File: config.mk
export PLATFORM = sky130hd
export DESIGN_NAME = aabbwp_cell
export DESIGN_NICKNAME = d
export VERILOG_FILES = /design/src/hdl/aabb_wall_pushout_assert.svh /design/src/hdl/aabbwp_pkg.sv /design/src/hdl/aabbwp_cell.sv
export SDC_FILE = /design/constraint.sdc
export NUM_CORES = 2
export LEC_CHECK = 0
export BUFFER_PORTS_ARGS = -buffer_cell sky130_fd_sc_hd__buf_2
export CAP_MARGIN = 20
export CORE_MARGIN = 8
export CORE_UTILIZATION = 55
export DETAILED_ROUTE_END_ITERATION = 7
export GPL_TIMING_DRIVEN = 0
export PLACE_DENSITY_LB_ADDON = 0.3
export RECOVER_POWER = 25
export SYNTH_ARGS = -nofsm -noshare
export SYNTH_HDL_FRONTEND = slang
export SYNTH_SLANG_ARGS = --single-unit
File: constraint.sdc
create_clock -name clk -period 16.76 [get_ports clk]
set_input_delay 0.838 -clock clk [delete_from_list [all_inputs] [get_ports clk]]
set_output_delay 0.838 -clock clk [all_outputs]
set_load 0.02 [all_outputs]
File: src/hdl/aabb_wall_pushout_assert.svh
// Assertion macros shared by the push-out block.
`ifndef AABB_WALL_PUSHOUT_ASSERT_SVH
`define AABB_WALL_PUSHOUT_ASSERT_SVH

// cons must hold in the same cycle as ante
`define AWP_ASSERT_NOW(lbl, ante, cons, msg) \
  lbl: assert property (@(posedge clk) disable iff (rst) (ante) |-> (cons)) \
    else $error(msg);

// cons must hold in the cycle after ante
`define AWP_ASSERT_NEXT(lbl, ante, cons, msg) \
  lbl: assert property (@(posedge clk) disable iff (rst) (ante) |=> (cons)) \
    else $error(msg);

`endif

File: src/hdl/aabbwp_pkg.sv
// Types and constants shared by the push-out block.
`timescale 1ns / 1ps

package aabbwp_pkg;

  localparam int COORD_W = 32;
  localparam int HALF_W  = 31;
  localparam int CNT_W   = 7;
  localparam int IDX_W   = 6;

  typedef enum logic {
    REQ_WRITE = 1'b0,
    REQ_QUERY = 1'b1
  } req_t;

  typedef logic [COORD_W-1:0] coord_t;
  typedef logic [HALF_W-1:0]  half_t;

  // one collider entry: center and half extents, x in [0]
  typedef struct packed {
    coord_t [2:0] c;
    half_t  [2:0] h;
  } entry_t;

  // query beat moving down the cell row
  typedef struct packed {
    coord_t [2:0]     c;
    half_t  [2:0]     h;
    coord_t [2:0]     p;
    logic [CNT_W-1:0] contacts;
  } beat_t;

endpackage

File: src/hdl/aabbwp_cell.sv
// One collider cell: holds an entry and resolves the passing query box against it.
`timescale 1ns / 1ps

module aabbwp_cell (
  input  logic                clk,
  input  logic                rst,
  input  logic                en,
  input  logic                active,
  input  logic                wr_en,
  input  aabbwp_pkg::entry_t  wr_entry,
  input  logic                in_valid,
  input  aabbwp_pkg::beat_t   in_beat,
  output logic                out_valid,
  output aabbwp_pkg::beat_t   out_beat
);

  localparam int DW = aabbwp_pkg::COORD_W + 1;  // center difference
  localparam int SW = aabbwp_pkg::HALF_W + 1;   // half extent sum
  localparam int OW = aabbwp_pkg::COORD_W + 2;  // overlap

  aabbwp_pkg::entry_t entry;

  logic              s1_valid;
  aabbwp_pkg::beat_t s1;
  logic [DW-1:0]     diff      [3];
  logic [DW-1:0]     diff_next [3];
  logic [SW-1:0]     hsum      [3];
  logic [SW-1:0]     hsum_next [3];

  aabbwp_pkg::beat_t out_beat_next;

  // saturating add of a signed overlap to a 32-bit signed coordinate
  function automatic aabbwp_pkg::coord_t sat_add(input aabbwp_pkg::coord_t a,
                                                 input logic [OW-1:0] b);
    logic [OW:0] s;
    s = {{3{a[aabbwp_pkg::COORD_W-1]}}, a} + {b[OW-1], b};
    if (!s[OW] && (s[OW-1:aabbwp_pkg::COORD_W-1] != '0)) begin
      return {1'b0, {(aabbwp_pkg::COORD_W-1){1'b1}}};
    end else if (s[OW] && (s[OW-1:aabbwp_pkg::COORD_W-1] != '1)) begin
      return {1'b1, {(aabbwp_pkg::COORD_W-1){1'b0}}};
    end else begin
      return s[aabbwp_pkg::COORD_W-1:0];
    end
  endfunction

  always_ff @(posedge clk) begin
    if (wr_en) begin
      entry <= wr_entry;
    end
  end

  // stage 1: signed center difference and summed half extents per axis
  always_comb begin
    for (int a = 0; a < 3; a++) begin
      diff_next[a] = {in_beat.c[a][aabbwp_pkg::COORD_W-1], in_beat.c[a]}
                   - {entry.c[a][aabbwp_pkg::COORD_W-1], entry.c[a]};
      hsum_next[a] = {1'b0, in_beat.h[a]} + {1'b0, entry.h[a]};
    end
  end

  always_ff @(posedge clk) begin
    if (rst) begin
      s1_valid <= 1'b0;
    end else if (en) begin
      s1_valid <= in_valid;
    end
  end

  always_ff @(posedge clk) begin
    if (en) begin
      s1 <= in_beat;
      for (int a = 0; a < 3; a++) begin
        diff[a] <= diff_next[a];
        hsum[a] <= hsum_next[a];
      end
    end
  end

  // stage 2: overlaps, smallest axis, push
  always_comb begin
    logic [DW-1:0] absd;
    logic [OW-1:0] d [3];
    logic          gt [3];
    logic          hit;
    logic [1:0]    ax;
    logic [OW-1:0] push;
    for (int a = 0; a < 3; a++) begin
      absd  = diff[a][DW-1] ? (DW'(0) - diff[a]) : diff[a];
      d[a]  = {2'b00, hsum[a]} - {1'b0, absd};
      gt[a] = !diff[a][DW-1] && (diff[a] != '0);
    end
    hit = active;
    for (int a = 0; a < 3; a++) begin
      hit = hit && !d[a][OW-1] && (d[a] != '0);
    end
    priority if (($signed(d[0]) <= $signed(d[1])) && ($signed(d[0]) <= $signed(d[2]))) begin
      ax = 2'd0;
    end else if (($signed(d[1]) <= $signed(d[0])) && ($signed(d[1]) <= $signed(d[2]))) begin
      ax = 2'd1;
    end else begin
      ax = 2'd2;
    end
    // equal centers push toward negative
    push = gt[ax] ? d[ax] : (OW'(0) - d[ax]);
    out_beat_next = s1;
    if (hit) begin
      out_beat_next.c[ax]    = sat_add(s1.c[ax], push);
      out_beat_next.p[ax]    = sat_add(s1.p[ax], push);
      out_beat_next.contacts = s1.contacts + aabbwp_pkg::CNT_W'(1);
    end
  end

  always_ff @(posedge clk) begin
    if (rst) begin
      out_valid <= 1'b0;
    end else if (en) begin
      out_valid <= s1_valid;
    end
  end

  always_ff @(posedge clk) begin
    if (en) begin
      out_beat <= out_beat_next;
    end
  end

endmodule

==> flow_metrics.tcl <==
set metrics [dict create \
    grt_max_degree 128 \
    die_w_um 332 \
    period_minus_slack_ns 16.01 \
    synthToLayoutAreaGrowth_pct 16.2 \
    synth_enable_flop_cells 968 \
    dp_hpwl_um 151000 \
    insertion_delay_ns 0.73 \
    core_area_um2 99600 \
    grt_pass1_wl_um 274000 \
    setup_viol 0 \
    cts_root_buffer "clkbuf_16" \
    ys_seq_elements 970 \
    cts_tree "built" \
    clock_path_buffers 3 \
    synth.top_cell.area_share 0.529 \
    cp_slowest_cell "a222oi_1" \
    worstMarginPinSlew_ns 1.20 \
    totalWireLength_um 190000 \
    wl_per_cell_um 26.3 \
    synth_top_area_cell "edfxtp_1" \
    cts.clk_slew.worst_paths_ns 0.06 \
    grt_pass1_vias 43100 \
    io_pins 780 \
    path_common_cell "clkbuf_1" \
    seq_area_um2 29100 \
    grt_overflow_total 0 \
    gp_congestion 0.980 \
    firstDrtPassIters 8 \
    drv_slew 0 \
    maxCapViolations 0 \
    drive_gt1_frac 0.137 \
    critPathRequiredTime_ns 17.18 \
    cts_made_buffers 102 \
    fmax_mhz 62.5 \
    status "finished, final reports clean" \
    holdCritPathClass "in2reg" \
    skew_ns 0.0472 \
    fin_ws_ns 0.751 \
    synthTopCellsByArea "edfxtp_1 (53%), ha_1 (9.8%), xnor2_1 (3.9%)" \
    timing.slew.headroom 0.197 \
    post-place-ws_ns -0.0906 \
    antenna_found_initial 32 \
    multi_input_area_um2 24300 \
    syn_nets 5851 \
    period_share 0.955 \
    viasPerCell 6.15 \
    ant_nets 0 \
    fin_nets 6749 \
    slowest_delay_ns 0.84 \
    portBuffers 779 \
    ys.flop_type "edfxtp_1" \
    die_h_um 332 \
    fillCellCount 7892 \
    clock_sinks 970 \
    synth_area_um2 54900 \
    vias 44400 \
    gr-usage-all-layers 0.330 \
    die-area_um2 110000 \
    synth_cell_type_count 99 \
    grt_setup_unrepaired "no" \
    drtIter0Drc 4698 \
    crit_arrival_ns 16.43 \
    yosysSeqAreaShare 0.530 \
    worst_setup_path_end_kind "flop" \
    worstPathMaxFanout 10 \
    drc 0 \
    syn_area_per_cell_um2 11.2 \
    setup_tns_ns 0 \
    synthArstFlopShare 0 \
    startpoint_type "flop" \
    synth_warnings 0 \
    hold_viol 0 \
    start_util 0.552 \
    worstSetupPathType "reg2reg" \
    cts-htree-levels 3 \
    synthCells 4921 \
    rows 116 \
]
## cells in the mapped netlist, types with 30 or more instances
library cell / instances
edfxtp_1: 968
ha_1: 432
nand2_1: 415
nor2_1: 387
o21ai_0: 386
a21oi_1: 304
inv_1: 277
xnor2_1: 244
xor2_1: 170
clkbuf_1: 123
nor3_1: 109
a21o_1: 105
nand3_1: 93
o21a_1: 63
o22ai_1: 58
nand2b_1: 52
or3_1: 44
a31oi_1: 43
nor2b_1: 43
o31ai_1: 41
nand4_1: 39
a21boi_0: 35
a211oi_1: 30
o21bai_1: 30
## worst paths after layout
kind,from,end,slack [ns],depth (start not counted)
worst max-delay path,diff[0][98],out_beat[44],0.75,48
worst min-delay path,wr_entry[152],entry[152],0.29,1
worst max register to register,diff[0][98],out_beat[44],0.75,48
worst min register to register,out_beat_next[124],out_beat[124],0.40,0
## logic make-up (layout without fill, tap and decap cells)
group,after synthesis,after routing,synth area share
flops,970,970,0.530
buf+inv,407,1387,0.0280
simple gates,1336,1336,0.114
mux,21,21,0.00414
other cells,0,13,0
fa+ha+maj,449,449,0.103
compound gates,1319,1319,0.153
xor+xnor,419,419,0.0678
## per-layer routing
layer / global-route usage / share of wire
met1: 0.415 / 0.38
met2: 0.530 / 0.45
met3: 0.0880 / 0.11
met4: 0.155 / 0.054
met5: 0 / 0.00091
## cells in the final DEF, fill, tap and decap left out, types with 29 or more instances in the layout
cell,count
edfxtp_1,968
buf_2,561
ha_1,432
nand2_1,415
nor2_1,387
o21ai_0,385
clkbuf_1,357
a21oi_1,303
inv_1,277
xnor2_1,243
xor2_1,169
nor3_1,109
a21o_1,105
clkbuf_16,102
nand3_1,93
o21a_1,63
o22ai_1,58
nand2b_1,52
or3_1,44
nor2b_1,43
a31oi_1,43
o31ai_1,41
nand4_1,39
a21boi_0,34
o21bai_1,30
a211oi_1,29
## critical path: cells and delay by family (launching register included)
kind            cells  cell delay (ns)
flops               1             0.34
buf+inv             7             2.44
fa+ha+maj           3             1.00
xor+xnor            3             1.12
compound gates     21             6.60
simple gates       13             3.80
mux                 1             0.40
## registers in the layout, indices dropped and copies added, names as in the netlist
signal / count
diff: 99
s1_valid: 1
out_beat_next: 93
out_beat: 292
out_valid: 1
entry: 189
s1: 199
hsum: 96
## timing repair
item,in CTS,in global routing
gates resized for setup,0,9
endpoints found under the setup margin,3,180
hold endpoints to repair,0,0
pin swaps,0,2
hold buffers,0,0
buffers inserted,0,4
## layout make-up
class                   instances  area share
plain buffers                 129     0.00778
well taps                    1298      0.0254
clock inverters                68      0.0112
repair buffers                795      0.0611
flip-flops and latches        970       0.456
diodes                         13    0.000509
inverters                     277      0.0163
clock buffers                 118      0.0409
multi-input cells            3544       0.381
## per-stage QoR
stage / instance area [um2] / hold WS [ns] / cells / utilization
after floorplan: 54900 / 0.400 / 4921 / -
after global placement: 60500 / 0.400 / 6998 / 0.607
after detailed placement: 60700 / 0.405 / 7008 / 0.610
after CTS: 64000 / 0.252 / 7193 / 0.643
after global routing: 63800 / 0.272 / 7200 / 0.641
final: 63900 / 0.289 / 7212 / 0.641
Power is left out: the tool's default activity adds up to more than one toggle a clock period on the data nets, which glitch-free logic cannot reach.
